--- src/rtl/assert_macros.svh ---
// ----------------------------------------------------------------------------
// Assertion macros
// Shared concurrent assertion forms; define NO_ASSERTIONS to compile them out.
// ----------------------------------------------------------------------------
`ifndef ASSERT_MACROS_SVH
`define ASSERT_MACROS_SVH

`ifndef NO_ASSERTIONS

// Same-cycle implication, checked at the rising clock edge outside reset.
`define ASSERT_IMPLIES(label, clk, rst_n, ante, cons, msg) \
    label: assert property (@(posedge clk) disable iff (!rst_n) (ante) |-> (cons)) \
        else $error(msg);

// Next-cycle implication, checked at the rising clock edge outside reset.
`define ASSERT_NEXT(label, clk, rst_n, ante, cons, msg) \
    label: assert property (@(posedge clk) disable iff (!rst_n) (ante) |=> (cons)) \
        else $error(msg);

`else

`define ASSERT_IMPLIES(label, clk, rst_n, ante, cons, msg)
`define ASSERT_NEXT(label, clk, rst_n, ante, cons, msg)

`endif

`endif

--- src/rtl/rpc_pkg.sv ---
// ----------------------------------------------------------------------------
// rpc_pkg
// Widths, constants and item types of the point rotation pipeline.
// ----------------------------------------------------------------------------
package rpc_pkg;

    localparam int CRD_W              = 16;  // Q12.4 coordinate
    localparam int ANGLE_W            = 16;  // binary angle step
    localparam int GUARD_BITS         = 8;
    localparam int DIFF_W             = CRD_W + 1;
    localparam int XY_W               = 28;  // offset plus guard plus CORDIC growth
    localparam int Z_W                = 33;  // residual angle, 2^32 per turn
    localparam int ANGLE_TABLE_LEN    = 24;
    localparam int ROTATION_STAGES_DEF = 16;

    localparam int GAIN_W             = 30;
    localparam logic [GAIN_W-1:0] GAIN_Q30 = 30'd652032874;  // 0.60725 in Q0.30
    localparam int PROD_W             = XY_W + GAIN_W + 1;
    localparam int GAIN_SHIFT         = GAIN_W + GUARD_BITS;
    localparam int RND_W              = PROD_W - GAIN_SHIFT;
    localparam int SUM_W              = RND_W + 1;

    // atan(2^-i) in 2^32-per-turn units
    localparam logic [Z_W-1:0] ARC_TABLE [ANGLE_TABLE_LEN] = '{
        33'd536870912, 33'd316933406, 33'd167458907, 33'd85004756,
        33'd42667331,  33'd21354465,  33'd10680862,  33'd5340245,
        33'd2670163,   33'd1335087,   33'd667544,    33'd333772,
        33'd166886,    33'd83443,     33'd41722,     33'd20861,
        33'd10430,     33'd5215,      33'd2608,      33'd1304,
        33'd652,       33'd326,       33'd163,       33'd81
    };

    typedef struct packed {
        logic signed [CRD_W-1:0] cx;
        logic signed [CRD_W-1:0] cy;
        logic signed [XY_W-1:0]  x;
        logic signed [XY_W-1:0]  y;
        logic signed [Z_W-1:0]   z;
    } rpc_item_t;

    typedef struct packed {
        logic signed [CRD_W-1:0] rx;
        logic signed [CRD_W-1:0] ry;
        logic                    sat;
    } rpc_result_t;

endpackage

--- src/rtl/rpc_gain.sv ---
// ----------------------------------------------------------------------------
// rpc_gain
// Tail cell: CORDIC gain correction, rounding, center add-back and clipping.
// ----------------------------------------------------------------------------
module rpc_gain (
    input  logic                 aclk,
    input  logic                 aresetn,
    input  logic                 en,
    input  logic                 in_valid,
    input  rpc_pkg::rpc_item_t   in_item,
    output logic                 out_valid,
    output rpc_pkg::rpc_result_t out_result
);
    import rpc_pkg::*;

    localparam logic signed [GAIN_W:0] GAIN_S = $signed({1'b0, GAIN_Q30});
    localparam logic signed [SUM_W-1:0] SAT_HI = SUM_W'(32767);
    localparam logic signed [SUM_W-1:0] SAT_LO = -SUM_W'(32768);

    logic                      valid_reg;
    logic signed [PROD_W-1:0]  prod_x_reg;
    logic signed [PROD_W-1:0]  prod_y_reg;
    logic signed [CRD_W-1:0]   cx_reg;
    logic signed [CRD_W-1:0]   cy_reg;
    logic signed [PROD_W-1:0]  prod_x_next;
    logic signed [PROD_W-1:0]  prod_y_next;
    logic signed [RND_W-1:0]   rnd_x;
    logic signed [RND_W-1:0]   rnd_y;
    logic signed [SUM_W-1:0]   sum_x;
    logic signed [SUM_W-1:0]   sum_y;
    logic                      clip_x;
    logic                      clip_y;

    assign prod_x_next = in_item.x * GAIN_S;
    assign prod_y_next = in_item.y * GAIN_S;

    always_ff @(posedge aclk) begin
        if (!aresetn) begin
            valid_reg <= 1'b0;
        end else if (en) begin
            valid_reg <= in_valid;
        end
    end

    always_ff @(posedge aclk) begin
        if (en) begin
            prod_x_reg <= prod_x_next;
            prod_y_reg <= prod_y_next;
            cx_reg     <= in_item.cx;
            cy_reg     <= in_item.cy;
        end
    end

    always_comb begin
        // round half up: the bit below the cut carries into the kept part
        rnd_x = prod_x_reg[PROD_W-1:GAIN_SHIFT] + RND_W'(prod_x_reg[GAIN_SHIFT-1]);
        rnd_y = prod_y_reg[PROD_W-1:GAIN_SHIFT] + RND_W'(prod_y_reg[GAIN_SHIFT-1]);
        sum_x = SUM_W'(cx_reg) + SUM_W'(rnd_x);
        sum_y = SUM_W'(cy_reg) + SUM_W'(rnd_y);
        clip_x = (sum_x > SAT_HI) || (sum_x < SAT_LO);
        clip_y = (sum_y > SAT_HI) || (sum_y < SAT_LO);

        if (sum_x > SAT_HI) begin
            out_result.rx = 16'sh7FFF;
        end else if (sum_x < SAT_LO) begin
            out_result.rx = 16'sh8000;
        end else begin
            out_result.rx = sum_x[CRD_W-1:0];
        end
        if (sum_y > SAT_HI) begin
            out_result.ry = 16'sh7FFF;
        end else if (sum_y < SAT_LO) begin
            out_result.ry = 16'sh8000;
        end else begin
            out_result.ry = sum_y[CRD_W-1:0];
        end
        out_result.sat = clip_x || clip_y;
    end

    assign out_valid = valid_reg;

endmodule

--- config.mk ---
export PLATFORM = sky130hd
export DESIGN_NAME = rpc_gain
export DESIGN_NICKNAME = d
export VERILOG_FILES = /design/src/rtl/assert_macros.svh /design/src/rtl/rpc_pkg.sv /design/src/rtl/rpc_gain.sv
export SDC_FILE = /design/constraint.sdc
export NUM_CORES = 2
export LEC_CHECK = 0
export BUFFER_PORTS_ARGS = -buffer_cell sky130_fd_sc_hd__buf_2
export CORE_MARGIN = 5
export CORE_UTILIZATION = 23
export CTS_BUF_LIST = sky130_fd_sc_hd__clkbuf_4 sky130_fd_sc_hd__clkbuf_8 sky130_fd_sc_hd__clkbuf_16
export CTS_CLUSTER_SIZE = 28
export DETAILED_ROUTE_END_ITERATION = 6
export MAX_ROUTING_LAYER = met4
export PLACE_DENSITY = 0.45
export SLEW_MARGIN = 20
export SYNTH_ARGS = -nofsm -noshare
export SYNTH_HDL_FRONTEND = slang
export SYNTH_SLANG_ARGS = --single-unit
--- constraint.sdc ---
create_clock -name aclk -period 6.6 [get_ports aclk]
set_input_delay 0.66 -clock aclk [delete_from_list [all_inputs] [get_ports aclk]]
set_output_delay 0.66 -clock aclk [all_outputs]
set_load 0.1 [all_outputs]
==> metrics.md <==
| Metric | Value |
|---|---|
| GP Congestion | 0.8956 |
| Post-route cell area | 0.04323 sq mm |
| Share of post-route cells with drive strength above 1 | 24.90% |
| Die area | 0.1562 sq mm |
| Failing checks | negative setup slack |
| Cell Area, Synth | 0.03413 sq mm |
| Top post-synthesis cells by area | fa_1 (41%), ha_1 (25%), inv_1 (12%) |
| Period utilization | 105.9% |
| Max cap viols | 0 |
| DP Area | 0.04093 sq mm |
| Cell taking the most area after synthesis | fa_1 |
| Top-Level Pins | 159 |
| DR iter-0 viols | 808 |
| Sequential Area | 0.002302 sq mm |
| Cells after Synth | 3,326 |
| Crit path max fanout | 4 |
| Top_reg_cell synth | edfxtp_1 |
| Worst setup SP type | input pin |
| Worst slew margin | 30.39% |
| Drt via density | 3.984 |
| Arrival time worst endpoint | 7.09 ns |
| Aggregate global-route resource usage | 13.21% |
| Share of the synthesized area in the top cell type | 41.42% |
| EDFF count, synth | 76 |
| CP max-delay cell | fa_2 |
| Post-synthesis sequential area ratio | 6.746% |
| First-pass DRT Iterations | 4 |
| Final core area utilization | 29.28% |
| Unique masters post-synth | 81 |
| Die Width | 395.2 um |
| Synth Net Count | 4,849 |
| Layout fillers | 15,490 |
| Period minus WS final | 6.990 ns |
| Worst setup margin | -0.3896 ns |
| Slew @ Worst Pin | 1.044 ns |
| H-tree levels | 3 |
| Syn-to-layout area delta | 26.69% |
| Setup CP Type | input pin to flip-flop |
| Nets | 5,482 |
| # DRC | 0 |
| Clock slew at reported path FFs | 0.06 ns |
| Largest net degree at the start of global routing | 77 |
| CTS tree | yes |
| Hpwl dp | 92,950 um |
| Footprint of the multi-input gates | 0.02924 sq mm |
| Initial antenna violation count | 1 |
| Layout Skew | 0 ns |
| Yosys warning count | 0 |
| Register bit total from synthesis | 77 |
| Die span in y | 395.2 um |
| Routed vias | 23,490 |
| Final slew viol count | 0 |
| Status | finished with violations |
| Drt wl/cell | 16.71 um |
| CP peak stage delay | 0.56 ns |
| Antenna Nets Post-Route | 0 |
| Avg Inst Size Synth | 10.26 sq um |
| WL final | 98,520 um |
| CTS Sinks | 77 |
| F_max | 143.1 MHz |
| Initial Util | 23.11% |
| Clock buffer count from CTS | 9 |
| RSZ-0062 raised after global routing | yes |
| Port Buffers | 125 |
| Clk Latency, worst-skew pair | 0.35 ns |
| CTS root buffer | clkbuf_16 |
| Hold Crit Depth | 1 |
| CP endpoint kind | flip-flop |
| Global-route wire length before repair | 154,300 um |
| Hold/Removal Path Class | input pin to flip-flop |
| Bufs on Longest Clock Path | 2 |
| Setup violators final | 27 |
| Worst path required time | 6.70 ns |
| Setup TNS | -5.482 ns |
| Worst Reg-to-Reg Cells | 2 |
| Row Count | 141 |
| Number of global-route vias before repair | 26,700 |
| Async set-or-reset flop fraction in the synthesized netlist | 0% |
| Final Hold Vio Count | 0 |
| Core Region | 0.1477 sq mm |
| GRT overflow | 0 |
==> layer usage <==
layer	vias up	wire length, um	GRT usage [%]
met5	-	0	-
met4	0	1727	2.180
met3	64	1988	0.9016
met2	190	51830	24.09
met1	11700	42980	16.29
li1	11530	-	-
==> Yosys cell counts (4+ instances only) <==
cell type	count
inv_1	1105
fa_1	706
ha_1	692
a21oi_1	85
edfxtp_1	76
xnor2_1	76
nand2_1	71
nor2_1	71
a21o_1	58
nand3_1	41
o21ai_0	41
xor2_1	35
nand4_1	29
and3_1	16
o211ai_1	15
nand2b_1	14
or2_2	13
nor3_1	12
o21ai_2	10
a211oi_1	9
a21oi_2	9
o21a_1	9
o21bai_1	9
a31oi_1	8
clkbuf_1	7
nor2b_1	6
o21ai_1	6
a211oi_2	5
and4_1	5
a21boi_0	4
a41oi_1	4
and2_1	4
o2111ai_1	4
o31ai_1	4
or3_1	4
==> cell families after synthesis <==
| kind of cell | synth area share, % |
|---|---|
| AOI/OAI and AO/OA | 6.585 |
| xor gates and xnor gates | 2.896 |
| adders and majority gates | 66.79 |
| buffers and inverters | 12.34 |
| DFF | 6.746 |
| muxes | 0.05866 |
| and+or+nand+nor | 4.587 |
==> final timing paths <==
check / start / end / slack [ns]
worst max-delay path: in_item[39] / prod_y_reg[58]$_DFFE_PP_ / -0.39
worst min-delay path: in_item[114] / cx_reg[9]$_DFFE_PP_ / 0.48
worst max register to register: out_valid$_SDFFE_PN0P_ / out_valid$_SDFFE_PN0P_ / 6.01
worst min register to register: out_valid$_SDFFE_PN0P_ / out_valid$_SDFFE_PN0P_ / 0.52
==> timing repair <==
item                                    in CTS  in global routing
pin swaps                                  125                156
hold buffers                                 0                  0
endpoints found under the setup margin      43                 44
endpoints found under the hold margin        0                  0
buffers inserted                            13                 18
gates resized for setup                    185                198
==> through the flow <==
| step | hold WS (ns) | setup slack, ns | instances |
|---|---|---|---|
| global route | 0.4510 | -0.6163 | 5895 |
| floorplan | 0.7589 | -0.3378 | 3326 |
| global placement | 0.4915 | -0.9486 | 5849 |
| finish | 0.4801 | -0.3896 | 5895 |
| detailed placement | 0.5184 | -1.006 | 5849 |
| CTS | 0.4555 | -0.4720 | 5877 |
==> cells in the final DEF, fill, tap and decap left out, types with 11 or more instances in the layout <==
master	n
a21o_1	58
nor2_1	65
a21oi_2	23
fa_1	638
buf_6	33
and3_1	11
edfxtp_1	76
buf_12	13
ha_4	75
inv_1	1052
a21oi_1	69
xor2_1	34
nand3_1	38
o211ai_1	15
or2_2	12
nand2b_1	13
xnor2_1	73
fa_2	68
o21ai_0	30
nand2_1	68
o21ai_2	16
nand4_1	29
buf_2	93
buf_4	490
ha_1	608
inv_2	50
==> critical path, delay by kind of cell <==
kind / cells / cell delay [ns]
XOR/XNOR: 1 / 0.14
buffers and inverters: 8 / 0.87
AND/OR/NAND/NOR: 2 / 0.26
adder cells (fa/ha/maj): 9 / 3.95
AO/OA/AOI/OAI: 6 / 1.21
==> area by class of cell <==
cell class / instances / area share, %
flip-flops and latches: 77 / 5.325
inverters: 1105 / 9.614
clock inverters: 7 / 0.1852
multi-input cells: 2133 / 67.63
diodes: 1 / 0.005788
repair buffers: 633 / 11.13
clock buffers: 9 / 0.5209
well taps: 1930 / 5.585
Power is left out: the tool's default activity adds up to more than one toggle a clock period on the data nets, which glitch-free logic cannot reach.
