<file path="src/rtl/assert_macros.svh">
// ----------------------------------------------------------------------------
// Assertion macros
// Shared concurrent assertion forms; define NO_ASSERTIONS to compile them out.
// ----------------------------------------------------------------------------
`ifndef ASSERT_MACROS_SVH
`define ASSERT_MACROS_SVH

`ifndef NO_ASSERTIONS

// Same-cycle implication, checked at the rising clock edge outside reset.
`define ASSERT_IMPLIES(label, clk, rst_n, ante, cons, msg) \
    label: assert property (@(posedge clk) disable iff (!rst_n) (ante) |-> (cons)) \
        else $error(msg);

// Next-cycle implication, checked at the rising clock edge outside reset.
`define ASSERT_NEXT(label, clk, rst_n, ante, cons, msg) \
    label: assert property (@(posedge clk) disable iff (!rst_n) (ante) |=> (cons)) \
        else $error(msg);

`else

`define ASSERT_IMPLIES(label, clk, rst_n, ante, cons, msg)
`define ASSERT_NEXT(label, clk, rst_n, ante, cons, msg)

`endif

`endif

</file>
<file path="src/rtl/rpc_pkg.sv">
// ----------------------------------------------------------------------------
// rpc_pkg
// Widths, constants and item types of the point rotation pipeline.
// ----------------------------------------------------------------------------
package rpc_pkg;

    localparam int CRD_W              = 16;  // Q12.4 coordinate
    localparam int ANGLE_W            = 16;  // binary angle step
    localparam int GUARD_BITS         = 8;
    localparam int DIFF_W             = CRD_W + 1;
    localparam int XY_W               = 28;  // offset plus guard plus CORDIC growth
    localparam int Z_W                = 33;  // residual angle, 2^32 per turn
    localparam int ANGLE_TABLE_LEN    = 24;
    localparam int ROTATION_STAGES_DEF = 16;

    localparam int GAIN_W             = 30;
    localparam logic [GAIN_W-1:0] GAIN_Q30 = 30'd652032874;  // 0.60725 in Q0.30
    localparam int PROD_W             = XY_W + GAIN_W + 1;
    localparam int GAIN_SHIFT         = GAIN_W + GUARD_BITS;
    localparam int RND_W              = PROD_W - GAIN_SHIFT;
    localparam int SUM_W              = RND_W + 1;

    // atan(2^-i) in 2^32-per-turn units
    localparam logic [Z_W-1:0] ARC_TABLE [ANGLE_TABLE_LEN] = '{
        33'd536870912, 33'd316933406, 33'd167458907, 33'd85004756,
        33'd42667331,  33'd21354465,  33'd10680862,  33'd5340245,
        33'd2670163,   33'd1335087,   33'd667544,    33'd333772,
        33'd166886,    33'd83443,     33'd41722,     33'd20861,
        33'd10430,     33'd5215,      33'd2608,      33'd1304,
        33'd652,       33'd326,       33'd163,       33'd81
    };

    typedef struct packed {
        logic signed [CRD_W-1:0] cx;
        logic signed [CRD_W-1:0] cy;
        logic signed [XY_W-1:0]  x;
        logic signed [XY_W-1:0]  y;
        logic signed [Z_W-1:0]   z;
    } rpc_item_t;

    typedef struct packed {
        logic signed [CRD_W-1:0] rx;
        logic signed [CRD_W-1:0] ry;
        logic                    sat;
    } rpc_result_t;

endpackage

</file>
<file path="src/rtl/rpc_prep.sv">
// ----------------------------------------------------------------------------
// rpc_prep
// Head cell: forms the scaled offset and folds the angle into a half turn.
// ----------------------------------------------------------------------------
module rpc_prep (
    input  logic                                  aclk,
    input  logic                                  aresetn,
    input  logic                                  en,
    input  logic                                  in_valid,
    input  logic signed [rpc_pkg::CRD_W-1:0]      center_x,
    input  logic signed [rpc_pkg::CRD_W-1:0]      center_y,
    input  logic signed [rpc_pkg::CRD_W-1:0]      point_x,
    input  logic signed [rpc_pkg::CRD_W-1:0]      point_y,
    input  logic        [rpc_pkg::ANGLE_W-1:0]    turn_step,
    output logic                                  out_valid,
    output rpc_pkg::rpc_item_t                    out_item
);
    import rpc_pkg::*;

    localparam logic signed [ANGLE_W-1:0] QUARTER_POS = 16'sd16384;
    localparam logic signed [ANGLE_W-1:0] QUARTER_NEG = -16'sd16384;

    logic signed [DIFF_W-1:0]  dx;
    logic signed [DIFF_W-1:0]  dy;
    logic signed [XY_W-1:0]    x0;
    logic signed [XY_W-1:0]    y0;
    logic signed [ANGLE_W-1:0] s;
    logic signed [ANGLE_W-1:0] s_fold;
    logic                      wide;
    logic                      valid_reg;
    rpc_item_t                 item_reg;
    rpc_item_t                 item_next;

    always_comb begin
        dx = DIFF_W'(point_x) - DIFF_W'(center_x);
        dy = DIFF_W'(point_y) - DIFF_W'(center_y);
        x0 = {{(XY_W-DIFF_W-GUARD_BITS){dx[DIFF_W-1]}}, dx, GUARD_BITS'(0)};
        y0 = {{(XY_W-DIFF_W-GUARD_BITS){dy[DIFF_W-1]}}, dy, GUARD_BITS'(0)};
        // negated step: a positive step turns the point toward decreasing math angle
        s = $signed(ANGLE_W'(0) - turn_step);
        wide = (s > QUARTER_POS) || (s < QUARTER_NEG);
        // a half turn is a flip of the sign bit in a 16-bit binary angle
        s_fold = {~s[ANGLE_W-1], s[ANGLE_W-2:0]};

        item_next.cx = center_x;
        item_next.cy = center_y;
        if (wide) begin
            item_next.x = -x0;
            item_next.y = -y0;
            item_next.z = {{(Z_W-ANGLE_W-16){s_fold[ANGLE_W-1]}}, s_fold, 16'd0};
        end else begin
            item_next.x = x0;
            item_next.y = y0;
            item_next.z = {{(Z_W-ANGLE_W-16){s[ANGLE_W-1]}}, s, 16'd0};
        end
    end

    always_ff @(posedge aclk) begin
        if (!aresetn) begin
            valid_reg <= 1'b0;
        end else if (en) begin
            valid_reg <= in_valid;
        end
    end

    always_ff @(posedge aclk) begin
        if (en) begin
            item_reg <= item_next;
        end
    end

    assign out_valid = valid_reg;
    assign out_item  = item_reg;

endmodule

</file>
<file path="config.mk">
export PLATFORM = sky130hd
export DESIGN_NAME = rpc_prep
export DESIGN_NICKNAME = d
export VERILOG_FILES = /design/src/rtl/assert_macros.svh /design/src/rtl/rpc_pkg.sv /design/src/rtl/rpc_prep.sv
export SDC_FILE = /design/constraint.sdc
export NUM_CORES = 1
export LEC_CHECK = 0
export ABC_AREA = 1
export BUFFER_PORTS_ARGS = -buffer_cell sky130_fd_sc_hd__clkbuf_2
export CAP_MARGIN = 30
export CORE_ASPECT_RATIO = 0.7
export CORE_MARGIN = 8
export CORE_UTILIZATION = 40
export CTS_CLUSTER_DIAMETER = 60
export CTS_CLUSTER_SIZE = 20
export DETAILED_ROUTE_END_ITERATION = 6
export GPL_ROUTABILITY_DRIVEN = 0
export PLACE_DENSITY = 0.67
export SETUP_SLACK_MARGIN = 0.1
export SLEW_MARGIN = 20
export SYNTH_ARGS = -nofsm -noshare
export SYNTH_HDL_FRONTEND = slang
export SYNTH_SLANG_ARGS = --single-unit
</file>
<file path="constraint.sdc">
create_clock -name aclk -period 2.8 [get_ports aclk]
set_input_delay 0.42 -clock aclk [delete_from_list [all_inputs] [get_ports aclk]]
set_output_delay 0.42 -clock aclk [all_outputs]
set_load 0.05 [all_outputs]
</file>
==> impl_results.md, run 1 <==
* Routed via count at ~6600
* Fin area at 8508 um^2
* P_int at ~2900 uW
* Detail Route Antenna Nets at 0
* MaxCap Viol Count at 0
* Drt drc at 0
* Worst-Margin Slew at 0.5850 ns
* Final period demand of the worst path at 2.578 ns
* Total wire length at 18.62 mm
* Most common cell after layout, fill and taps aside: nand2_1
* Overflow after GRT at 0
* Max incr delay on CP at ~0.56 ns
* Setup-failing EPs final at 0
* Min-delay worst type: in -> reg
* Initial antenna violation count at 0
* CP max stage cell: fa_2
* Post-synth cell types at 31
* H-Tree Depth at 3
* Clock sinks at 89
* Fill cells at 1735
* Cell taking the most area after synthesis: edfxtp_1
* PwrDens at 565.4 nW/um^2
* Final Hold Fails at 0
* First-pass GRT wire length at 29.96 mm
* Leakage at 0.004652 uW
* Diode count at 0
* Relative slew slack at between 60% and 70%
* Gate power share at 38.0%
* All-layer global routing usage at 16.37%
* Placeable Area at ~17000 um^2
* Hold Buf Count CTS at 0
* Clk root buf: clkbuf_16
* DRT Pass-1 Iters at 5
* Die Y at 126.8 um
* Max-slew violations at 0
* Worst hold slack at around 0.26 ns
* Post-Place Cells at 1404
* CP Launch Type: input pin
* Post-place instance area at 8050 um^2
* Post-synthesis sequential area ratio at 37.98%
* Worst vdd ir at 0.3708 mV
* CP Capture Type: register
* Fin cells at 1429
* Total negative slack at 0 ns
* CTS Buffer Depth at 2
* CTS clock-pin slew for the worst setup and hold paths at approximately 0.070 ns
* Layout cells sized above 1 at 21.20%
* Synth area leaders: edfxtp_1 38%, nand2_1 19%, inv_1 10%
* Most frequent cells in the layout: 358 x nand2_1, 184 x inv_1, 172 x clkbuf_2, 89 x nand3_1, 88 x edfxtp_1
* CP arrival at 2.68 ns
* Worst-skew pair later-pin latency at 0.34 ns
* Max Clock Skew at 0 ns
* Syn Inst Count at 1001
* Routed wire per std cell at 13.03 um
* Pin count of the biggest net entering global routing at 50
* CTS tree: done
* Area grow syn2layout at 21.36%
* Crit-path max FO at 4
* Synth Warn # at 0
* Sw Share at 39.95%
* Initial DRC count at 574
* Yosys reg bits at 89
* Critical path, cell by cell: clkbuf_2 > ha_2 > fa_2 > ha_2 > inv_1 > a21oi_2 > nand3_2 > nor2_4 > nand3_4 > nor3_4 > buf_4 > nand3_1 > nand2_1 > nand3_1
* Multi-input gate area at 3527 um^2
* Fmax at just under 0.4 GHz
* Post-detail-place hpwl at 15.02 mm
* Mapped cell area at 7010 um^2
* Port-buffer cells at 173
* Vias per cell at 4.649
* Initial Util at around two fifths
* Reg area at roughly 2700 um^2
* Critical path required time at 2.90 ns
* Num rows at 40
* Part of the power in registers at between 30% and 40%
* Top cell type's share of synthesized area at between 30% and 40%
* RSZ-0062 raised after global routing: false
* Fin crit share at 92.06%
* CTS Buf Count at 9
* Share of total power in the clock network at 26.7%
* Syn Area/Cell at 7.003 um^2
* # IOs at roughly 210
* Vias in the first global route at 6016
* Die Wd at 174.2 um
* Die area at 22090 um^2
* Final #Nets at between 1000 and 1500
* Setup CP Type: in -> reg
* Status: completed
* Psw at ~1900 uW
==> routing by layer <==
layer | up-vias | global-route usage [%] | wire (um)
met5 | - | 0 | 0
met4 | 0 | 2.857 | 123
met3 | 10 | 4.861 | 1601
met2 | 246 | 23.73 | 7458
met1 | 2902 | 23.71 | 9439
li1 | 3485 | - | -
==> what timing repair did <==
item | in CTS | in global routing
buffers inserted | 0 | 9
endpoints found under the setup margin | 0 | 15
gates resized for setup | 0 | 26
==> Yosys cell counts (all sizes together) <==
| master | count |
|---|---|
| nand4 | 21 |
| nor2 | 89 |
| nand3 | 94 |
| xor2 | 6 |
| a21oi | 19 |
| dfxtp | 1 |
| nand3b | 8 |
| xnor2 | 1 |
| ha | 35 |
| buf | 40 |
| and2 | 4 |
| edfxtp | 88 |
| o21bai | 1 |
| inv | 187 |
| nor3 | 5 |
| o21ai | 24 |
| or2 | 1 |
| fa | 2 |
| nand2 | 374 |
| conb | 1 |
==> power by group through the flow <==
stage                     logic (uW)  registers (uW)  clock network [uW]
final                           1830            1700                1290
after floorplan                  853            2250                   0
after detailed placement        1780            1730                   0
after global routing            2000            1710                1380
after CTS                       1790            1700                1330
after global placement          1760            1730                   0
==> layout make-up <==
| cell class | instances | share of cell area, % |
|---|---|---|
| multi-input combinational | 716 | 41.46 |
| clock buffer | 12 | 2.779 |
| timing repair buffer | 190 | 12.00 |
| clock inverter | 4 | 0.8235 |
| tap | 231 | 3.397 |
| inverter | 187 | 8.250 |
| sequential | 89 | 31.29 |
==> flip-flops by register name, summed over array words and instances (netlist names) <==
register / count
out_item: 88
out_valid: 1
==> worst paths after layout <==
| kind | end | from | slack [ns] | cells after the start |
|---|---|---|---|---|
| worst max-delay path | out_item[85] | center_x[0] | 0.22 | 14 |
| worst min-delay path | out_item[119] | center_x[14] | 0.26 | 1 |
| worst max register to register | out_valid | out_valid | 2.15 | 2 |
| worst min register to register | out_valid | out_valid | 0.55 | 2 |
==> critical path: cells and delay by family <==
family	cells	cell delay [ns]
buffers and inverters	3	0.32
and+or+nand+nor	7	0.88
adders and majority gates	3	0.93
AOI/OAI and AO/OA	1	0.11
==> through the flow <==
stage / setup WS [ns] / utilization (%) / power, uW
global route: 0.07937 / 49.56 / 5092
global placement: -0.1073 / 46.89 / 3492
detailed placement: -0.1829 / 46.89 / 3510
finish: 0.2224 / 49.56 / 4811
floorplan: 0.2657 / - / 3103
CTS: 0.1944 / 48.68 / 4828
==> cells by family after synthesis <==
logic type                 Yosys count  share of synthesized area [%]
other                                1                        0.05349
xor gates and xnor gates             7                         0.8745
AOI/OAI and AO/OA                   44                          3.338
DFF                                 89                          37.98
and+or+nand+nor                    596                          36.37
adders and majority gates           37                          6.818
buffers and inverters              227                          14.56
Note: power is estimated with default switching activity, not from simulation.
==> run 2, diff against run 1 <==
Settings changed: CTS_BUF_LIST set to sky130_fd_sc_hd__clkbuf_8.
==> run 2 against run 1 <==
Effect of this change:
- utilization decreased by 0.85 points
- critical path depth unchanged
- total power decreased by 6.9%
- combinational power about the same
- cell count decreased by 0.14%
- first-iteration DRC count increased by 7.1%
- final area decreased by 1.7%
- clock power decreased by 25%
- sequential power about the same
- clock skew unchanged
==> impl_results.md, run 2 (synthesis gave the netlist of run 1 again) <==
* Status: completed (unchanged)
* Setup-failing EPs final at 0 (unchanged)
* Worst-Margin Slew at 0.5844 ns (was 0.5850 ns)
* Crit-path max FO at 4 (unchanged)
* CTS tree: done (unchanged)
* Post-place instance area at 8050 um^2 (unchanged)
* Post-Place Cells at 1404 (unchanged)
* Fin area at 8362 um^2 (was 8508 um^2)
* Diode count at 0 (unchanged)
* CP arrival at 2.69 ns (was 2.68 ns)
* Clock sinks at 89 (unchanged)
* Placeable Area at 17170 um^2 (unchanged)
* DRT Pass-1 Iters at 5 (unchanged)
* Drt drc at 0 (unchanged)
* All-layer global routing usage at 16.39% (was 16.37%)
* Die Wd at 174.2 um (unchanged)
* CP max stage cell: fa_1 (was fa_2)
* Most common cell after layout, fill and taps aside: nand2_1 (unchanged)
* Relative slew slack at 61.04% (was 61.00%)
* Routed wire per std cell at 13.02 um (was 13.03 um)
* Critical path, cell by cell: clkbuf_2 > ha_1 > fa_1 > ha_2 > inv_1 > a21oi_2 > nand3_1 > nor2_2 > nand3_2 > nor3_4 > buf_4 > nand3_1 > nand2_1 > nand3_1 (was clkbuf_2 > ha_2 > fa_2 > ha_2 > inv_1 > a21oi_2 > nand3_2 > nor2_4 > nand3_4 > nor3_4 > buf_4 > nand3_1 > nand2_1 > nand3_1)
* Num rows at 40 (unchanged)
* Overflow after GRT at 0 (unchanged)
* Area grow syn2layout at 19.28% (was 21.36%)
* Pin count of the biggest net entering global routing at 50 (unchanged)
* Detail Route Antenna Nets at 0 (unchanged)
* Total wire length at 18.58 mm (was 18.62 mm)
* Fmax at 0.3905 GHz (was 0.3880 GHz)
* H-Tree Depth at 3 (unchanged)
* Final Hold Fails at 0 (unchanged)
* Max Clock Skew at 0 ns (unchanged)
* Worst hold slack at 0.2309 ns (was 0.2589 ns)
* PwrDens at 535.7 nW/um^2 (was 565.4 nW/um^2)
* Most numerous cell on the critical path: nand3_1
* Routed via count at 6654 (was 6643)
* CTS Buffer Depth at 2 (unchanged)
* Vias in the first global route at 6022 (was 6016)
* Fin crit share at 91.46% (was 92.06%)
* Initial antenna violation count at 0 (unchanged)
* Final #Nets at 1312 (was 1314)
* Final period demand of the worst path at 2.561 ns (was 2.578 ns)
* Leakage at 0.004612 uW (was 0.004652 uW)
* Reg2reg setup slack at 2.15 ns (about the same)
* CP Capture Type: register (unchanged)
* Initial Util at 40.84% (unchanged)
* Setup CP Type: in -> reg (unchanged)
* Max-slew violations at 0 (unchanged)
* First-pass GRT wire length at 29.95 mm (was 29.96 mm)
* Clk root buf: clkbuf_8 (was clkbuf_16)
* Worst vdd ir at 0.3226 mV (was 0.3708 mV)
* Die area at 22090 um^2 (unchanged)
* Layout cells sized above 1 at 20.48% (was 21.20%)
* CP Launch Type: input pin (unchanged)
* Die Y at 126.8 um (unchanged)
* MaxCap Viol Count at 0 (unchanged)
* # IOs at 206 (unchanged)
* CTS Buf Count at 9 (unchanged)
* R2R cell count at 2 (unchanged)
* RSZ-0062 raised after global routing: false (unchanged)
* Post-detail-place hpwl at 15.02 mm (unchanged)
* CTS clock-pin slew for the worst setup and hold paths at 0.09 ns (was 0.07 ns)
* Most frequent cells in the layout: 360 x nand2_1, 188 x inv_1, 172 x clkbuf_2, 90 x nand3_1, 88 x edfxtp_1 (was 358 x nand2_1, 184 x inv_1, 172 x clkbuf_2, 89 x nand3_1, 88 x edfxtp_1)
* Initial DRC count at 615 (was 574)
* Max incr delay on CP at 0.54 ns (was 0.56 ns)
* Min-delay worst type: in -> reg (unchanged)
* Critical path required time at 2.93 ns (was 2.90 ns)
* Fin cells at 1427 (was 1429)
* Vias per cell at 4.663 (was 4.649)
* Port-buffer cells at 173 (unchanged)
* Worst-skew pair later-pin latency at 0.36 ns (was 0.34 ns)
* Max FFs per register at 88 (unchanged)
* WHS Path Cells at 1 (unchanged)
## run 2: changes by cell type in the layout (fill, tap and decap cells not counted), moves of 2 or more
cell / change
nand2_2: -2
ha_2: -2
nand2_1: +2
clkbuf_16: -9
inv_1: +4
clkbuf_8: +9
clkbuf_1: -3
ha_1: +2
buf_4: -2
## run 2: path summary, 6_finish.rpt
| path | end | from |
|---|---|---|
| worst min register to register | out_valid | out_valid |
| worst min-delay path | out_item[119] | center_x[14] |
| worst max-delay path | out_item[85] | center_x[0] |
| worst max register to register | out_valid | out_valid |
## run 2: cell type report
type                       count  area, um^2
clock buffer                   9       123.9
clock inverter                 7       81.33
fill                        1748        8805
inverter                     187       701.9
multi-input combinational    716        3497
sequential                    89        2663
tap                          231       289.0
timing repair buffer         188        1006
## run 2: critical path, delay by kind of cell
kind | cells | cell delay [ns]
adders and majority gates | 3 | 0.96
and+or+nand+nor | 7 | 0.91
buffers and inverters | 3 | 0.31
AOI/OAI and AO/OA | 1 | 0.09
## run 2: per-layer routing
| metal | wire, um | track usage (%) | part of all wire, % | up-vias |
|---|---|---|---|---|
| met1 | 9473 | 23.59 | 51 | 2934 |
| li1 | - | - | - | 3475 |
| met3 | 1586 | 5.068 | 8.5 | 10 |
| met4 | 120 | 2.857 | 0.65 | 0 |
| met5 | 0 | 0 | 0 | - |
| met2 | 7397 | 23.80 | 40 | 235 |
## run 2: timing repair
item / CTS / global route
hold buffers: 0 / 0
buffers inserted: 0 / 7
gates resized for setup: 0 / 17
setup endpoints to repair: 0 / 14
## run 2: where the power goes
group	switching (uW)	total, uW	leakage (uW)	internal, uW
Clock	474	965	0.000117	491
Combinational	1370	1820	0.00363	452
Sequential	45.2	1700	0.000868	1650
## run 2: stage by stage
stage               utilization (%)  TNS, ns  setup WS, ns  power [uW]
global placement              46.89  -0.4492       -0.1073        3492
CTS                           48.09        0        0.2441        4503
global route                  48.71        0       0.08942        4755
finish                        48.71        0        0.2392        4480
floorplan                         -        0        0.2657        3103
detailed placement            46.89   -1.541       -0.1829        3510
