$ cat config.mk
export PLATFORM = sky130hd
export DESIGN_NAME = rpc_cell
export DESIGN_NICKNAME = d
export VERILOG_FILES = /design/src/rtl/assert_macros.svh /design/src/rtl/rpc_pkg.sv /design/src/rtl/rpc_cell.sv
export SDC_FILE = /design/constraint.sdc
export NUM_CORES = 1
export LEC_CHECK = 0
export BUFFER_PORTS_ARGS = -buffer_cell sky130_fd_sc_hd__clkbuf_2
export CORE_AREA = 3 3 125 127
export DETAILED_ROUTE_END_ITERATION = 16
export DIE_AREA = 0 0 128 130
export MAX_ROUTING_LAYER = met4
export PLACE_DENSITY_LB_ADDON = 0.25
export SYNTH_ARGS = -nofsm -noshare
export SYNTH_HDL_FRONTEND = slang
export SYNTH_SLANG_ARGS = --single-unit
$ cat constraint.sdc
create_clock -name aclk -period 5.6 [get_ports aclk]
set_input_delay 0.28 -clock aclk [delete_from_list [all_inputs] [get_ports aclk]]
set_output_delay 0.28 -clock aclk [all_outputs]
set_load 0.01 [all_outputs]
$ cat src/rtl/assert_macros.svh
// ----------------------------------------------------------------------------
// Assertion macros
// Shared concurrent assertion forms; define NO_ASSERTIONS to compile them out.
// ----------------------------------------------------------------------------
`ifndef ASSERT_MACROS_SVH
`define ASSERT_MACROS_SVH

`ifndef NO_ASSERTIONS

// Same-cycle implication, checked at the rising clock edge outside reset.
`define ASSERT_IMPLIES(label, clk, rst_n, ante, cons, msg) \
    label: assert property (@(posedge clk) disable iff (!rst_n) (ante) |-> (cons)) \
        else $error(msg);

// Next-cycle implication, checked at the rising clock edge outside reset.
`define ASSERT_NEXT(label, clk, rst_n, ante, cons, msg) \
    label: assert property (@(posedge clk) disable iff (!rst_n) (ante) |=> (cons)) \
        else $error(msg);

`else

`define ASSERT_IMPLIES(label, clk, rst_n, ante, cons, msg)
`define ASSERT_NEXT(label, clk, rst_n, ante, cons, msg)

`endif

`endif

$ cat src/rtl/rpc_pkg.sv
// ----------------------------------------------------------------------------
// rpc_pkg
// Widths, constants and item types of the point rotation pipeline.
// ----------------------------------------------------------------------------
package rpc_pkg;

    localparam int CRD_W              = 16;  // Q12.4 coordinate
    localparam int ANGLE_W            = 16;  // binary angle step
    localparam int GUARD_BITS         = 8;
    localparam int DIFF_W             = CRD_W + 1;
    localparam int XY_W               = 28;  // offset plus guard plus CORDIC growth
    localparam int Z_W                = 33;  // residual angle, 2^32 per turn
    localparam int ANGLE_TABLE_LEN    = 24;
    localparam int ROTATION_STAGES_DEF = 16;

    localparam int GAIN_W             = 30;
    localparam logic [GAIN_W-1:0] GAIN_Q30 = 30'd652032874;  // 0.60725 in Q0.30
    localparam int PROD_W             = XY_W + GAIN_W + 1;
    localparam int GAIN_SHIFT         = GAIN_W + GUARD_BITS;
    localparam int RND_W              = PROD_W - GAIN_SHIFT;
    localparam int SUM_W              = RND_W + 1;

    // atan(2^-i) in 2^32-per-turn units
    localparam logic [Z_W-1:0] ARC_TABLE [ANGLE_TABLE_LEN] = '{
        33'd536870912, 33'd316933406, 33'd167458907, 33'd85004756,
        33'd42667331,  33'd21354465,  33'd10680862,  33'd5340245,
        33'd2670163,   33'd1335087,   33'd667544,    33'd333772,
        33'd166886,    33'd83443,     33'd41722,     33'd20861,
        33'd10430,     33'd5215,      33'd2608,      33'd1304,
        33'd652,       33'd326,       33'd163,       33'd81
    };

    typedef struct packed {
        logic signed [CRD_W-1:0] cx;
        logic signed [CRD_W-1:0] cy;
        logic signed [XY_W-1:0]  x;
        logic signed [XY_W-1:0]  y;
        logic signed [Z_W-1:0]   z;
    } rpc_item_t;

    typedef struct packed {
        logic signed [CRD_W-1:0] rx;
        logic signed [CRD_W-1:0] ry;
        logic                    sat;
    } rpc_result_t;

endpackage

$ cat src/rtl/rpc_cell.sv
// ----------------------------------------------------------------------------
// rpc_cell
// One CORDIC micro-rotation cell with a fixed shift and arc constant.
// ----------------------------------------------------------------------------
module rpc_cell #(
    parameter int STAGE = 0
) (
    input  logic               aclk,
    input  logic               aresetn,
    input  logic               en,
    input  logic               in_valid,
    input  rpc_pkg::rpc_item_t in_item,
    output logic               out_valid,
    output rpc_pkg::rpc_item_t out_item
);
    import rpc_pkg::*;

    localparam logic signed [Z_W-1:0] ARC = $signed(ARC_TABLE[STAGE]);

    logic signed [XY_W-1:0] xs;
    logic signed [XY_W-1:0] ys;
    logic                   valid_reg;
    rpc_item_t              item_reg;
    rpc_item_t              item_next;

    always_comb begin
        // floor shifts of the old coordinates
        xs = in_item.x >>> STAGE;
        ys = in_item.y >>> STAGE;
        item_next.cx = in_item.cx;
        item_next.cy = in_item.cy;
        if (!in_item.z[Z_W-1]) begin
            item_next.x = in_item.x - ys;
            item_next.y = in_item.y + xs;
            item_next.z = in_item.z - ARC;
        end else begin
            item_next.x = in_item.x + ys;
            item_next.y = in_item.y - xs;
            item_next.z = in_item.z + ARC;
        end
    end

    always_ff @(posedge aclk) begin
        if (!aresetn) begin
            valid_reg <= 1'b0;
        end else if (en) begin
            valid_reg <= in_valid;
        end
    end

    always_ff @(posedge aclk) begin
        if (en) begin
            item_reg <= item_next;
        end
    end

    assign out_valid = valid_reg;
    assign out_item  = item_reg;

endmodule

==> results by group, run 1 <==
Run status
  • Status: completed

STA
  • Fin. max-slew vios: 0
  • Max_slew headroom: 0.304
  • Fin Hold WS: 0.0300 ns
  • Final critical-path share of the clock period: 0.549
  • Unrepaired setup endpoints after global routing: false
  • Final setup margin: 2.52 ns
  • Final worst path period need: 3.08 ns
  • Peak Freq: roughly 330 MHz
  • Final setup viols: 0
  • Post-Route Setup TNS: 0 ns
  • Final setup skew: 0 ns
  • Final hold vios: 0
  • Worst slew pin tran: a little over 1 ns

Clock network
  • Clock buffer depth: 2
  • Skew-Pair Late Insertion Delay: 0.42 ns
  • Hold_buf cts: 0
  • H-tree depth: 4
  • TritonCTS buffer count: 17
  • CTS tree: yes
  • Reg clk slew, reported paths: 0.06 ns
  • Cts repair resizes: 0
  • Post-CTS setup buffers: 0
  • Sink Count: about 120
  • Root Buffer: clkbuf_16

Finish
  • Area growth syn-to-layout: 23.9%
  • Fillers: around 1200
  • Fraction of layout cells with a size suffix above 1: 0.276
  • Fin area: 10200 um^2
  • Nets: 1265

Worst setup path
  • CP max stage cell: ha_1
  • Critical Path RT: 5.76 ns
  • Critical Path AT: 3.24 ns
  • Slowest stage delay, CP: about 0.54 ns
  • Crit path kind: input pin to register
  • Worst path cell trace: clkbuf_2 -> inv_1 -> ha_1 -> o21bai_1 -> o2111ai_2 -> a31oi_2 -> a2111oi_4 -> o21ai_2 -> a2111o_1 -> a221oi_2 -> o22ai_1 -> xnor2_1
  • Crit start category: input pin
  • Crit-path max FO: 13
  • CP endpoint kind: register

Placed design
  • Worst Setup Slack post-DPL: 2.19 ns
  • Dpl hpwl: 18700 um
  • GP Congestion: 0.979
  • Dpl cell area: 9610 um^2
  • I/O Buffers: 246

Synth
  • Yosys top cell by area: edfxtp_1
  • Syn avg cell area: 10.1 um^2
  • Ranking of synthesized cells by area: edfxtp_1 44%, ha_1 13%, xnor2_1 5.4%
  • Count leader, synth: edfxtp_1
  • Synth warn: 0
  • Mapped Nets: around 1000
  • Most used DFF post-synth: edfxtp_1
  • Synth cell types: between 60 and 70
  • Async SR Flop Fraction: 0
  • Post-synth EDFFs: 120
  • Cell count after synthesis: roughly 820
  • Mapped cell area: 8270 um^2
  • Register area share after synthesis: 0.438
  • Yosys reg bits: approximately 120
  • Synth top area share: 0.436
  • Synth top cells by count: 120 x edfxtp_1, 84 x inv_1, 83 x a21oi_1, 83 x ha_1, 70 x nor2_1

Pwr
  • Power per standard cell area: 308 nW/um^2
  • VDD IR max: 227 uV
  • Leak Pwr: about 0.0047 uW

Floorplan
  • Ports: 247
  • Initial Utilization: 0.569
  • Die X: 128 um
  • Core area: between 10000 and 15000 um^2
  • Height of the die: ~130 um
  • Number of core rows: 44
  • Die footprint: 16600 um^2

Route
  • Wire length per cell: slightly below 20 um
  • Drt total wl: 24200 um
  • Remaining antenna violation count: 0
  • DRC viols: 0
  • Number of DRC markers in iteration 0: 767
  • Via density: 5.78
  • Total number of vias: 7234
  • Pre-antenna DRT Iters: 5

GRT
  • Initial antenna violation count: 1
  • GR Util met2: 0.475
  • First-pass GRT wire length: between 30000 and 40000 um
  • Largest net degree at the start of global routing: 73
  • Busiest grt layer: met2
  • Grt met1 use: 0.367
  • Vias in the first global route: around 6800
  • Grt met3 use: 0.0487
  • GRT Util Overall: 0.292
  • Total gr overflow: 0

Hold path
  • Min-delay worst type: input pin to register

Run
  • Max-Cap Viols: 0
## path summary, 6_finish.rpt
kind / startpoint / to / slack, ns / cells after the start
max reg2reg: out_valid / out_valid / 5.01 / 2
max: in_item[35] / out_item[87] / 2.52 / 12
min: in_item[110] / out_item[110] / 0.03 / 1
min reg2reg: out_valid / out_valid / 0.52 / 2
## metal layers
| layer | vias to the layer above | wire length, um |
|---|---|---|
| met4 | 0 | 752 |
| met1 | 3397 | 9590 |
| met2 | 385 | 11800 |
| li1 | 3406 | - |
| met3 | 46 | 2080 |
| met5 | - | 0 |
## where the power goes
part | leakage, uW | switching, uW | total [uW] | internal, uW
clock | 0.000309 | 430 | 1180 | 754
sequential | 0.00118 | 36.0 | 1180 | 1140
combinational | 0.00319 | 485 | 792 | 307
## state kept, by name (all words and copies together), names as in the netlist
name	count
out_valid	1
out_item	120
## critical path, delay by kind of cell
family          cells  cell delay, ns
xor+xnor            1            0.15
buf+inv             2            0.17
compound gates      8            2.11
fa+ha+maj           1            0.54
## placed cells by master, fill, tap and decap left out, types with 15 or more instances in the layout
cell type	netlist	layout
a21o_1	18	18
a21oi_1	83	83
clkbuf_16	0	17
clkbuf_2	1	245
edfxtp_1	120	120
ha_1	83	83
inv_1	84	84
mux2i_1	15	15
nand2_1	35	35
nor2_1	70	70
nor3_1	16	16
o21ai_0	47	47
o21bai_1	15	15
xnor2_1	51	51
## stage by stage
stage | instances | total power (uW) | utilization
3_5_place_dp | 1218 | 1970 | 0.661
5_1_grt | 1251 | 3280 | 0.705
6_report | 1251 | 3150 | 0.705
2_1_floorplan | 819 | 1660 | -
3_3_place_gp | 1218 | 1960 | 0.661
4_1_cts | 1250 | 3160 | 0.705
## cell families after synthesis
family / count (synthesis) / share of synthesized area
adders and majority gates: 87 / 0.135
and+or+nand+nor: 178 / 0.100
buffers and inverters: 120 / 0.0567
muxes: 15 / 0.0182
AOI/OAI and AO/OA: 245 / 0.195
DFF: 121 / 0.438
xor gates and xnor gates: 53 / 0.0561
## cell type report
cell class,count,area (um^2),area share
clock inverters,15,213,0.0208
multi-input cells,578,4180,0.408
well taps,184,230,0.0225
inverters,87,327,0.0319
clock buffers,17,425,0.0415
diodes,1,2.50,0.000244
repair buffers,248,1250,0.122
flip-flops and latches,121,3620,0.354
No activity file was read; power rests on OpenSTA's default activity.
==> run 2, diff against run 1 <==
--- a/config.mk
+++ b/config.mk
@@ -6,9 +6,9 @@
 export NUM_CORES = 1
 export LEC_CHECK = 0
 export BUFFER_PORTS_ARGS = -buffer_cell sky130_fd_sc_hd__clkbuf_2
-export CORE_AREA = 3 3 125 127
+export CORE_AREA = 3 3 136 138
 export DETAILED_ROUTE_END_ITERATION = 16
-export DIE_AREA = 0 0 128 130
+export DIE_AREA = 0 0 139 141
 export MAX_ROUTING_LAYER = met4
 export PLACE_DENSITY_LB_ADDON = 0.25
 export SYNTH_ARGS = -nofsm -noshare
==> constraint.sdc (replaced) <==
create_clock -name aclk -period 2.6 [get_ports aclk]
set_input_delay 0.13 -clock aclk [delete_from_list [all_inputs] [get_ports aclk]]
set_output_delay 0.13 -clock aclk [all_outputs]
set_load 0.01 [all_outputs]
==> run 2 against run 1 <==
Worst setup slack lost 2.5 ns; first-iteration DRC count shrank 1.8%; combinational power grew to 2.7 times the previous value; hold slack got worse by 0.021 ns; count of clock-buffer cells in the layout unchanged; non-clock buffer count up 192; clock skew did not move; sequential share of layout area fell by 5.2 points; final area increased by 17%; routed wire length rose by 13%; cell count rose by 19%.
==> results by group, run 2 (same netlist as run 1, synthesis figures left out) <==
Run status
  • Status: completed

Floorplan
  • Initial Utilization: 0.478 (-0.0909)
  • Number of core rows: 48 (+9.1%)
  • Die footprint: 19600 um^2 (+18%)
  • Height of the die: 141 um (+8.5%)
  • Core area: 17300 um^2 (+19%)
  • Die X: 139 um (+8.6%)
  • Ports: 247 (unchanged)

Worst setup path
  • Critical Path AT: 2.72 ns (-0.52 ns)
  • Reg-to-reg startpoint: out_valid
  • Crit-path max FO: 3 (-10)
  • R2R cell count: 2 (unchanged)
  • CP endpoint kind: register
  • Critical Path RT: 2.76 ns (-3.00 ns)
  • FF-to-FF setup slack: 1.97 ns (-3.04 ns)
  • Crit start category: input pin
  • Crit path kind: input pin to register
  • RR Endpoint: out_valid

GRT
  • Vias in the first global route: 7792 (+15%)
  • Initial antenna violation count: 0 (-1)
  • GRT Util Overall: 0.283 (-0.00901)
  • Total gr overflow: 0 (unchanged)
  • Largest net degree at the start of global routing: 72 (-1.4%)
  • First-pass GRT wire length: 42400 um (+15%)

STA
  • Unrepaired setup endpoints after global routing: true
  • Final setup skew: 0 ns (unchanged)
  • Worst slew pin tran: 0.626 ns (-0.412 ns)
  • Fin. max-slew vios: 0 (unchanged)
  • Final worst path period need: 2.56 ns
  • Max_slew headroom: 0.583 (+0.279)
  • Peak Freq: around 390 MHz
  • Final critical-path share of the clock period: 0.984
  • Final hold vios: 0 (unchanged)
  • Final setup viols: 0 (unchanged)
  • Final setup margin: 0.0421 ns (-2.48 ns)

Finish
  • Commonest non-fill, non-tap cell in the layout: clkbuf_2
  • Antenna diode count: 0 (-1)
  • Area of the multi-input gates: 4280 um^2 (+2.5%)
  • Area growth syn-to-layout: 45.2%
  • Register area: 3620 um^2 (unchanged)
  • Commonest non-fill, non-tap cells in the layout: 243 x clkbuf_2, 130 x buf_4, 120 x edfxtp_1
  • Max reg flops: 120 (unchanged)
  • Nets: 1457 (+15%)
  • Fraction of layout cells with a size suffix above 1: 0.347 (+0.0716)
  • Fin area: 12000 um^2 (+17%)
  • Fillers: 1348 (+17%)

Placed design
  • Dpl cell area: 10700 um^2 (+11%)
  • GP Congestion: 0.983 (+0.37%)
  • Worst Setup Slack post-DPL: -0.386 ns (-2.57 ns)
  • I/O Buffers: 246 (unchanged)
  • Dpl hpwl: 20800 um (+11%)

Route
  • DRC viols: 0 (unchanged)
  • Total number of vias: 7932 (+9.6%)
  • Remaining antenna violation count: 0 (unchanged)
  • Via density: 5.35 (-7.5%)
  • Wire length per cell: 18.5 um (-4.6%)
  • Number of DRC markers in iteration 0: 753 (-1.8%)
  • Drt total wl: 27400 um (+13%)
  • Pre-antenna DRT Iters: 6 (+1)

Run
  • Max-Cap Viols: 0 (unchanged)

Pwr
  • Power per standard cell area: 587 nW/um^2 (+91%)
  • VDD IR max: 418 uV (+84%)
  • Leak Pwr: 0.00559 uW (+19%)

Clock network
  • Reg clk slew, reported paths: 0.06 ns (about the same)
  • H-tree depth: 4 (unchanged)
  • Root Buffer: clkbuf_16
  • Skew-Pair Late Insertion Delay: 0.42 ns (about the same)
  • Clock buffer depth: 2 (unchanged)
  • Sink Count: 121 (unchanged)
  • TritonCTS buffer count: 17 (unchanged)
  • Post-CTS setup buffers: 0 (unchanged)
  • CTS tree: yes

Hold path
  • Hold_sp: in_valid
  • Hold Path Depth: 3 (+2)
  • WHS Endpoint: out_valid
  • Min-delay worst type: input pin to register
## run 2: cell count changes in the layout (fill, tap and decap cells not counted), sizes merged
cell / delta
inv: +3
clkinv: -1
buf: +131
bufinv: -2
clkbuf: -2
diode: -1
dlygate4sd3: +63
## run 2: how the worst max path moves through the flow
| stage | from | end | depth (start not counted) | slack [ns] |
|---|---|---|---|---|
| floorplan | in_item[33] | out_item[87] | 12 | 0.005 |
| global placement | in_item[35] | out_item[87] | 12 | -0.34 |
| detailed placement | in_item[35] | out_item[87] | 12 | -0.39 |
| CTS | in_item[35] | out_item[87] | 12 | 0.05 |
| global route | in_item[61] | out_item[87] | 13 | -0.07 |
| finish | in_item[61] | out_item[87] | 13 | 0.04 |
## run 2: stage by stage
| step | cells | util | hold slack, ns | setup TNS [ns] | power (uW) |
|---|---|---|---|---|---|
| 2_1_floorplan | 819 | - | 0.229 | 0 | 3590 |
| 3_3_place_gp | 1388 | 0.617 | 0.307 | -4.92 | 4510 |
| 3_5_place_dp | 1388 | 0.617 | 0.309 | -5.74 | 4540 |
| 4_1_cts | 1483 | 0.688 | 0.00214 | 0 | 7030 |
| 5_1_grt | 1483 | 0.694 | 0.0246 | -0.110 | 7380 |
| 6_report | 1483 | 0.694 | 0.00927 | 0 | 7050 |
## run 2: layout make-up
type                       instances  area share
sequential                       121       0.302
clock buffer                      17      0.0354
timing repair buffer             440       0.241
inverter                          87      0.0274
clock inverter                    15      0.0147
multi-input combinational        578       0.356
tap                              225      0.0234
## run 2: where the power goes
part | internal (uW) | leakage (uW) | switching [uW]
Combinational | 948 | 0.00411 | 1160
Clock | 1450 | 0.000295 | 963
Sequential | 2450 | 0.00118 | 81.5
Total | 4850 | 0.00559 | 2200
## run 2: routing by layer
| metal | vias up | GRT usage | routed length, um |
|---|---|---|---|
| li1 | 3785 | - | - |
| met1 | 3768 | 0.349 | 11300 |
| met2 | 336 | 0.476 | 13600 |
| met3 | 43 | 0.0505 | 1890 |
| met4 | 0 | 0.0958 | 684 |
| met5 | - | - | 0 |
## run 2: what timing repair did
action,in CTS,in global routing
gates resized for setup,0,25
setup endpoints to repair,0,10
hold buffers,63,0
endpoints found under the hold margin,63,0
## run 2: worst max-delay path, cell delays in order
cell and delay, ns:
buf_8 0.10, ha_4 0.16, inv_4 0.05, fa_2 0.24
o21bai_4 0.09, o2111ai_4 0.25, a31oi_4 0.13, a2111oi_4 0.46
o21ai_2 0.13, a2111o_1 0.39, a221oi_2 0.28, o22ai_1 0.15
xnor2_1 0.15
==> run 3, diff against run 2 <==
--- a/config.mk
+++ b/config.mk
@@ -9,6 +9,7 @@
 export CORE_AREA = 3 3 136 138
 export DETAILED_ROUTE_END_ITERATION = 16
 export DIE_AREA = 0 0 139 141
+export HOLD_SLACK_MARGIN = 0.06
 export MAX_ROUTING_LAYER = met4
 export PLACE_DENSITY_LB_ADDON = 0.25
 export SYNTH_ARGS = -nofsm -noshare
==> run 3 against run 2 <==
Core utilization increased by 0.14 points; hold slack improved by 0.066 ns; register-to-register slack got worse by 0.59 ns; via count decreased by 0.20%; cell count increased by 0.27%; routed wire length increased by 0.24%; critical path type unchanged.
==> results by group, run 3 (same netlist as run 1, synthesis figures left out) <==
Run status
  • Status: completed

Placed design
  • I/O Buffers: 246 (unchanged)
  • Placed Cells: 1388 (unchanged)
  • Worst Setup Slack post-DPL: -0.386 ns (unchanged)
  • Dpl hpwl: 20800 um (unchanged)
  • GP Congestion: 0.983 (unchanged)

Clock network
  • Reg clk slew, reported paths: 0.06 ns (about the same)
  • Skew-Pair Late Insertion Delay: 0.42 ns (about the same)
  • TritonCTS buffer count: 17 (unchanged)
  • H-tree depth: 4 (unchanged)
  • Root Buffer: clkbuf_16
  • CTS tree: yes
  • Sink Count: 121 (unchanged)
  • Clock buffer depth: 2 (unchanged)
  • Post-CTS setup buffers: 0 (unchanged)

Worst setup path
  • Critical Path AT: 2.71 ns (about the same)
  • Critical Path RT: 2.76 ns (about the same)
  • R2R cell count: 3 (+1)
  • Crit path kind: input pin to register
  • Crit-path max FO: 3 (unchanged)
  • CP endpoint kind: register
  • FF-to-FF setup slack: 1.38 ns (-0.59 ns)
  • Crit start category: input pin

Pwr
  • Power share of the clock group: 0.343 (about the same)
  • Comb pwr share: 0.299 (about the same)
  • Flop pwr share: 0.359 (about the same)
  • Power per standard cell area: 587 nW/um^2 (about the same)
  • Switch Pwr: 2210 uW (+0.51%)
  • Sw frac: 0.313 (+0.000975)
  • Pwr Total: 7070 uW (+0.20%)
  • VDD IR max: 443 uV (+6.1%)
  • Leak Pwr: 0.00560 uW (+0.18%)
  • Internal power: 4850 uW (about the same)

Floorplan
  • Die X: 139 um (unchanged)
  • Initial Utilization: 0.478 (unchanged)
  • Height of the die: 141 um (unchanged)
  • Die footprint: 19600 um^2 (unchanged)
  • Ports: 247 (unchanged)
  • Core area: 17300 um^2 (unchanged)
  • Number of core rows: 48 (unchanged)

Finish
  • Area of the multi-input gates: 4280 um^2 (unchanged)
  • Nets: 1459 (+0.14%)
  • Final Util: 0.696 (+0.00145)
  • Finished Layout Cells: 1487 (+0.27%)
  • Commonest non-fill, non-tap cells in the layout: 243 x clkbuf_2, 130 x buf_4, 120 x edfxtp_1
  • Max reg flops: 120 (unchanged)
  • Register area: 3620 um^2 (unchanged)
  • Commonest non-fill, non-tap cell in the layout: clkbuf_2
  • Area growth syn-to-layout: 45.5%
  • Fraction of layout cells with a size suffix above 1: 0.347 (-0.000551)
  • Fillers: 1356 (+0.59%)

Route
  • Pre-antenna DRT Iters: 5 (-1)
  • Via density: 5.32 (-0.47%)
  • Wire length per cell: 18.5 um (about the same)
  • Number of DRC markers in iteration 0: 714 (-5.2%)
  • DRC viols: 0 (unchanged)
  • Total number of vias: 7916 (-0.20%)
  • Drt total wl: 27500 um (+0.24%)
  • Remaining antenna violation count: 0 (unchanged)

GRT
  • Total gr overflow: 0 (unchanged)
  • Grt met1 use: 0.349 (about the same)
  • Vias in the first global route: 7752 (-0.51%)
  • Grt met3 use: 0.0533 (+0.00271)
  • GRT Util Overall: 0.282 (-0.00121)
  • GR Util met2: 0.465 (-0.0105)
  • Initial antenna violation count: 2 (+2)
  • Busiest grt layer: met2
  • Largest net degree at the start of global routing: 72 (unchanged)
  • First-pass GRT wire length: 42200 um (-0.64%)

Hold path
  • Hold Path Depth: 2 (-1)
  • Min-delay worst type: input pin to register

STA
  • Max_slew headroom: 0.583 (about the same)
  • Final critical-path share of the clock period: 0.979 (-0.00451)
  • Unrepaired setup endpoints after global routing: true
  • Fin. max-slew vios: 0 (unchanged)
  • Final setup margin: 0.0539 ns (+0.0117 ns)
  • Peak Freq: 393 MHz (+0.46%)
  • Final worst path period need: 2.55 ns (-0.0117 ns)
  • Fin Hold WS: 0.0755 ns (+0.0662 ns)
  • Final setup viols: 0 (unchanged)
  • Final hold vios: 0 (unchanged)
  • Final setup skew: 0 ns (unchanged)
  • Worst slew pin tran: 0.626 ns (-0.000201 ns)

Run
  • Max-Cap Viols: 0 (unchanged)
-- run 3: cell count changes in the layout (fill, tap and decap cells not counted), sizes merged --
| cell | delta |
|---|---|
| dlygate4sd3 | +2 |
| diode | +2 |
-- run 3: area by class of cell --
cell class	count	share of cell area
diodes	2	0.000416
clock buffers	17	0.0353
clock inverters	15	0.0147
inverters	87	0.0273
multi-input cells	578	0.356
flip-flops and latches	121	0.301
well taps	225	0.0234
repair buffers	442	0.242
-- run 3: repair_timing --
item                                   4_1_cts  5_1_grt
setup endpoints to repair                    0       10
hold buffers                                65        0
gates resized for setup                      0       25
endpoints found under the hold margin       71        0
-- run 3: critical path: stages --
cell,delay (ns)
buf_8,0.10
ha_4,0.16
inv_4,0.05
fa_2,0.24
o21bai_4,0.09
o2111ai_4,0.25
a31oi_4,0.13
a2111oi_4,0.46
o21ai_2,0.13
a2111o_1,0.39
a221oi_2,0.27
o22ai_1,0.15
xnor2_1,0.14
-- run 3: metrics by stage --
step	cell area, um^2	setup TNS, ns
2_1_floorplan	8290	0
3_3_place_gp	10700	-4.92
3_5_place_dp	10700	-5.74
4_1_cts	11900	0
5_1_grt	12000	-0.106
6_report	12000	0
-- run 3: per-layer routing --
layer  routed length, um  part of all wire
met1               11300              0.41
met2               13600              0.49
met3                1930             0.070
met4                 619             0.023
met5                   0                 0
-- run 3: worst paths after layout --
check	start	endpoint
setup / recovery	in_item[33]	out_item[87]
hold / removal	in_item[30]	out_item[30]
setup reg to reg	out_valid	out_valid
hold reg to reg	out_valid	out_valid
-- run 3: power by group through the flow --
stage | Clock (uW) | Sequential (uW) | Combinational [uW]
after global routing | 2540 | 2550 | 2290
after CTS | 2430 | 2530 | 2060
after floorplan | 0 | 2690 | 903
after detailed placement | 0 | 2570 | 1970
final | 2420 | 2540 | 2110
after global placement | 0 | 2560 | 1950
